$ cat config.mk
export PLATFORM = sky130hd
export DESIGN_NAME = spd_ctrl
export DESIGN_NICKNAME = d
export VERILOG_FILES = /design/src/design/spd_pkg.sv /design/src/design/spd_ctrl.sv
export SDC_FILE = /design/constraint.sdc
export NUM_CORES = 1
export LEC_CHECK = 0
export BUFFER_PORTS_ARGS = -buffer_cell sky130_fd_sc_hd__clkbuf_2
export CAP_MARGIN = 25
export CORE_MARGIN = 4
export CORE_UTILIZATION = 40
export CTS_BUF_LIST = sky130_fd_sc_hd__clkbuf_2 sky130_fd_sc_hd__clkbuf_4 sky130_fd_sc_hd__clkbuf_8
export DETAILED_ROUTE_END_ITERATION = 6
export PLACE_DENSITY = 0.66
export SETUP_SLACK_MARGIN = 0.2
export SLEW_MARGIN = 15
export SYNTH_ARGS = -nofsm -noshare
export SYNTH_HDL_FRONTEND = slang
export SYNTH_SLANG_ARGS = --single-unit
export TNS_END_PERCENT = 20
$ cat constraint.sdc
create_clock -name clk -period 3.2 [get_ports clk]
set_input_delay 0.64 -clock clk [delete_from_list [all_inputs] [get_ports clk]]
set_output_delay 0.64 -clock clk [all_outputs]
set_load 0.1 [all_outputs]
$ cat src/design/spd_pkg.sv
// Package: constants and types of the shortest path solver
package spd_pkg;
    localparam int MAX_NODES = 64;
    localparam int NODE_W = $clog2(MAX_NODES);
    localparam int CNT_W = NODE_W + 1;
    localparam int ADDR_W = 2 * NODE_W;
    localparam int DIST_W = 13;
    localparam logic [DIST_W-1:0] NO_EDGE = DIST_W'(5000);
    localparam int CFG_IDX_W = 1;
    localparam logic [CFG_IDX_W-1:0] REG_NODE_COUNT = 1'b0;
    localparam logic [CFG_IDX_W-1:0] REG_SOURCE_NODE = 1'b1;
    localparam logic FUNC_ADD = 1'b0;
    localparam logic FUNC_SOLVE = 1'b1;

    // Commands from controller to datapath
    typedef struct packed {
        logic              clr_we;      // write NO_EDGE at clr address
        logic              edge_rd;     // read entry a,b
        logic              edge_wr;     // write min at a,b; read entry b,a
        logic              edge_wr_rev; // write min at b,a
        logic              init;        // init distance/visited at idx
        logic              scan;        // read entry idx for the min search
        logic              scan_clear;  // restart min search
        logic              mark;        // mark picked node visited
        logic              rel_rd;      // read matrix row entry idx
        logic              rel_upd;     // relax with last read entry
        logic [ADDR_W-1:0] clr_addr;
        logic [NODE_W-1:0] idx;
        logic [NODE_W-1:0] src;
        logic              src_ok;
    } spd_cmd_t;

    typedef struct packed {
        logic              found;
        logic [DIST_W-1:0] out_dist;
    } spd_stat_t;
endpackage

$ cat src/design/spd_ctrl.sv
// Controller: sequencing of clear, edge add, solve and result output
module spd_ctrl (
    input  logic                       clk,
    input  logic                       rst_n,
    input  logic                       start,
    input  logic                       func,
    input  logic [spd_pkg::CNT_W-1:0]  n_eff,
    input  logic [spd_pkg::NODE_W-1:0] src,
    input  logic                       src_ok,
    input  spd_pkg::spd_stat_t         stat,
    output spd_pkg::spd_cmd_t          cmd,
    output logic                       busy,
    output logic                       result_valid,
    output logic [spd_pkg::NODE_W-1:0] res_idx,
    output logic                       res_last
);
    import spd_pkg::*;

    localparam logic [3:0] S_CLR = 4'd0, S_IDLE = 4'd1, S_E1 = 4'd2, S_E2 = 4'd3,
                           S_E3 = 4'd4, S_INIT = 4'd5, S_SCAN = 4'd6, S_PICK = 4'd7,
                           S_REL = 4'd8, S_RELL = 4'd9, S_OUT = 4'd10, S_OUTE = 4'd11,
                           S_SCANL = 4'd12;

    logic [3:0]        state_reg, state_next;
    logic [ADDR_W-1:0] clr_reg, clr_next;
    logic [CNT_W-1:0]  i_reg, i_next, n_reg, n_next;
    logic              last_step;
    logic              out_v_reg, out_v_next, out_l_reg, out_l_next;
    logic [NODE_W-1:0] out_i_reg, out_i_next;

    assign last_step = (i_reg + 1'b1 == n_reg);

    // Hold state and counters
    always_ff @(posedge clk or negedge rst_n)
    begin
        if (!rst_n) begin
            state_reg <= S_CLR;
            clr_reg   <= '0;
            i_reg     <= '0;
            n_reg     <= '0;
            out_v_reg <= 1'b0;
            out_l_reg <= 1'b0;
            out_i_reg <= '0;
        end else begin
            state_reg <= state_next;
            clr_reg   <= clr_next;
            i_reg     <= i_next;
            n_reg     <= n_next;
            out_v_reg <= out_v_next;
            out_l_reg <= out_l_next;
            out_i_reg <= out_i_next;
        end
    end

    // Advance the sequence
    always_comb
    begin
        state_next = state_reg;
        clr_next   = clr_reg;
        i_next     = i_reg;
        n_next     = n_reg;
        out_v_next = 1'b0;
        out_l_next = 1'b0;
        out_i_next = out_i_reg;
        cmd        = '0;
        cmd.clr_addr = clr_reg;
        cmd.idx    = i_reg[NODE_W-1:0];
        cmd.src    = src;
        cmd.src_ok = src_ok;
        unique case (state_reg)
            S_CLR: begin
                cmd.clr_we = 1'b1;
                clr_next = clr_reg + 1'b1;
                if (clr_reg == '1) state_next = S_IDLE;
            end
            S_IDLE: begin
                if (start) begin
                    i_next = '0;
                    n_next = n_eff;
                    if (func == FUNC_ADD) state_next = S_E1;
                    else state_next = S_INIT;
                end
            end
            S_E1: begin
                cmd.edge_rd = 1'b1;
                state_next = S_E2;
            end
            S_E2: begin
                cmd.edge_wr = 1'b1;
                state_next = S_E3;
            end
            S_E3: begin
                cmd.edge_wr_rev = 1'b1;
                state_next = S_IDLE;
            end
            S_INIT: begin
                cmd.init = 1'b1;
                i_next = i_reg + 1'b1;
                if (last_step) begin
                    i_next = '0;
                    cmd.scan_clear = 1'b1;
                    state_next = S_SCAN;
                end
            end
            S_SCAN: begin
                cmd.scan = 1'b1;
                i_next = i_reg + 1'b1;
                if (last_step) begin
                    i_next = '0;
                    state_next = S_SCANL;
                end
            end
            S_SCANL: state_next = S_PICK;
            S_PICK: begin
                if (stat.found) begin
                    cmd.mark = 1'b1;
                    state_next = S_REL;
                end else state_next = S_OUT;
            end
            S_REL: begin
                cmd.rel_rd = 1'b1;
                if (i_reg != '0) cmd.rel_upd = 1'b1;
                i_next = i_reg + 1'b1;
                if (last_step) state_next = S_RELL;
            end
            S_RELL: begin
                cmd.rel_upd = 1'b1;
                cmd.scan_clear = 1'b1;
                i_next = '0;
                state_next = S_SCAN;
            end
            S_OUT: begin
                out_v_next = 1'b1;
                out_i_next = i_reg[NODE_W-1:0];
                out_l_next = last_step;
                i_next = i_reg + 1'b1;
                if (last_step) state_next = S_OUTE;
            end
            S_OUTE: state_next = S_IDLE;
            default: state_next = S_IDLE;
        endcase
    end

    assign busy         = (state_reg != S_IDLE);
    assign result_valid = out_v_reg;
    assign res_idx      = out_i_reg;
    assign res_last     = out_l_reg;
endmodule

==> summary.md <==
| Metric | Value |
|---|---|
| Main synth FF type | dfrtp_1 |
| CTS tree | done |
| Multi-input gate area | 1120 µm² |
| WP data required | 2.56 ns |
| Hold Fails Final Rpt | 0 |
| Via count | approximately 1,700 |
| Unrepaired setup endpoints after global routing | no |
| HP Class | in -> async |
| Final setup fails | 0 |
| Number of global-route vias before repair | between 1,500 and 2,000 |
| # rows | 26 |
| Register area | ~960 µm² |
| GRT Util Overall | 0.146 |
| P per Cell Area | between 300 and 400 nW/µm² |
| CP max FO | 7 |
| Dpl hpwl | approximately 3400 µm |
| Starting density of the core | 0.423 |
| Cts hold-fix bufs | 0 |
| Yosys warning count | 0 |
| Via density per instance | between 5 and 6 |
| Critical path class | reg -> out |
| Antenna Nets Post-Route | 0 |
| Switching share of power | 0.208 |
| First-pass GRT wire length | 7600 µm |
| Synth cell types | 44 |
| Most common cell after layout, fill and taps aside | clkbuf_2 |
| Fin cells | roughly 330 |
| Final period util | 0.897 |
| Dpl cell area | approximately 2400 µm² |
| I/O pin cnt | 76 |
| Gpl congestion | roughly 0.85 |
| Number of max-cap violations | 0 |
| Post-synth EDFFs | 0 |
| Clock root buffer | clkbuf_8 |
| Worst Setup End Kind | output pin |
| Congestion Overflow GR | 0 |
| Worst Setup Start Kind | flip-flop |
| Die area | 6800 µm² |
| CTS Buffer Depth | 2 |
| Sequential fraction of the synthesis area | 0.429 |
| Layout Skew | roughly 0.0099 ns |
| Core outline area | between 5000 and 6000 µm² |
| Critical Path Source | i_reg[0]$_DFFE_PN0P_ |
| Drt pass-1 iters | 4 |
| Worst slew pin tran | 0.710 ns |
| Status | finished, final reports clean |
| Clock share of power | 0.408 |
| Int Pwr | about 670 µW |
| Yosys reg bits | 38 |
| # nets final | slightly below 300 |
| Most frequent cells in the layout | clkbuf_2 (47), dfrtp_1 (34), nand2_1 (22), nor2_1 (18) |
| Final instance area | 2590 µm² |
| CTS Sinks | 38 |
| Max_slew headroom | 0.527 |
| ANT cells | 0 |
| Initial antenna violation count | 0 |
| Fmax | 348 MHz |
| Iter 0 DRT Violations | approximately 130 |
| CTS Buf Count | 5 |
| Fillers | approximately 500 |
| Final Power | approximately 850 µW |
| Net switching power | between 150 and 200 µW |
| DR DRC count | 0 |
| Reg2Reg Launch Point | i_reg[0]$_DFFE_PN0P_ |
| H-tree depth | 2 |
| Post-Syn Nets | between 200 and 300 |
| Peak supply drop | ~0.23 mV |
| Drt wl/cell | approximately 14 µm |
| Static Leakage | between 0.001 and 0.0015 µW |
| Port bufs | 48 |
| Die height | a little over 80 µm |
| Seq pwr share | 0.567 |
| Largest register FFs | 12 |
| Worst R2R Path Depth | 9 |
| Critical path arrival | between 2 and 2.5 ns |
| Die W | ~80 µm |
| Comb pwr share | 0.024 |
| Final core occ | 0.495 |
| Post-route minimum period | 2.87 ns |
| Routed wire length | around 4800 µm |
| Share of post-route cells with drive strength above 1 | 0.352 |
| Synth-to-layout area growth | 16.9% |
| Placed insts | around 320 |
| Largest net degree at the start of global routing | 39 |
| Worst-skew pair later-pin latency | ~0.28 ns |
| Clk pin slew, worst setup/hold paths | around 0.080 ns |
| Synth Instances | between 200 and 250 |
| Asr flop ratio synth | 1.00 |
| Final Max Tran Viols | 0 |
| Synthesized area | 2220 µm² |
| Mean Syn Cell Area | between 9 and 10 µm² |
-- power by group through the flow --
stage / clock network [µW] / logic [µW] / registers (µW)
global placement: 0 / 18.1 / 489
floorplan: 0 / 42.2 / 489
global route: 378 / 23.8 / 480
finish: 345 / 20.4 / 480
detailed placement: 0 / 18.4 / 489
CTS: 357 / 18.5 / 480
-- path summary, 6_finish.rpt --
path | endpoint | slack (ns)
worst max register to register | i_reg[6]$_DFFE_PN0P_ | 0.63
worst min-delay path | state_reg[1]$_DFFE_PN0P_ | 0.21
worst min register to register | clr_reg[10]$_DFFE_PN0P_ | 0.49
max in group asynchronous | i_reg[1]$_DFFE_PN0P_ | 2.54
worst max-delay path | cmd[28] | 0.33
min in group clk | clr_reg[10]$_DFFE_PN0P_ | 0.49
-- layer usage --
metal / global-route usage / share of wire
met5: 0 / 0
met4: 0.0349 / 0.0036
met2: 0.218 / 0.46
met3: 0.0380 / 0.067
met1: 0.211 / 0.46
-- critical path, stage by stage, from the launching register on --
cell	delay (ns)
dfrtp_2	0.43
buf_4	0.15
ha_4	0.18
xnor3_1	0.28
nand3_2	0.11
nor3_4	0.21
nand2_2	0.11
o21ai_2	0.14
and2_4	0.17
buf_12	0.16
-- synthesized netlist by cell type (3+ instances only) --
cell type | n | area [µm²]
nand4_1 | 4 | 25.0
and3_1 | 5 | 31.3
a21oi_1 | 12 | 60.1
clkbuf_1 | 6 | 22.5
inv_1 | 3 | 11.3
nor3_1 | 10 | 50.1
a211oi_1 | 3 | 22.5
nand2b_1 | 3 | 18.8
xor2_1 | 6 | 52.6
nor2b_1 | 3 | 18.8
buf_4 | 14 | 105
nand3_1 | 9 | 45.0
dfrtp_1 | 38 | 951
o21ai_0 | 8 | 40.0
nand2_1 | 22 | 82.6
xnor2_1 | 14 | 123
ha_1 | 3 | 37.5
nor2_1 | 18 | 67.6
mux2_2 | 14 | 158
-- logic make-up (layout without fill, tap and decap cells) --
logic type	count (synthesis)	after routing	synth area share
and+or+nand+nor	83	83	0.197
AOI/OAI and AO/OA	38	38	0.109
DFF	38	38	0.429
buffers and inverters	30	66	0.0830
xor gates and xnor gates	21	21	0.0892
muxes	15	15	0.0756
adders and majority gates	3	3	0.0169
-- per-stage QoR --
stage	setup TNS [ns]	setup slack, ns	hold slack (ns)
floorplan	-1.15	-0.426	0.344
global placement	0	0.344	0.481
detailed placement	0	0.296	0.489
CTS	0	0.244	0.500
global route	0	0.200	0.212
finish	0	0.329	0.207
-- cell type report --
cell class	instances	share of cell area
Multi-Input combinational cell	160	0.433
Clock inverter	1	0.00193
Tap cell	70	0.0338
Clock buffer	7	0.0347
Sequential cell	38	0.369
Timing Repair Buffer	55	0.124
Inverter	3	0.00434
-- repair_timing --
action / in CTS / in global routing
endpoints found under the setup margin: 1 / 1
resized for setup: 6 / 6
pin swaps: 0 / 1
endpoints found under the hold margin: 0 / 0
buffers inserted: 1 / 2
Note: power is estimated with default switching activity, not from simulation.
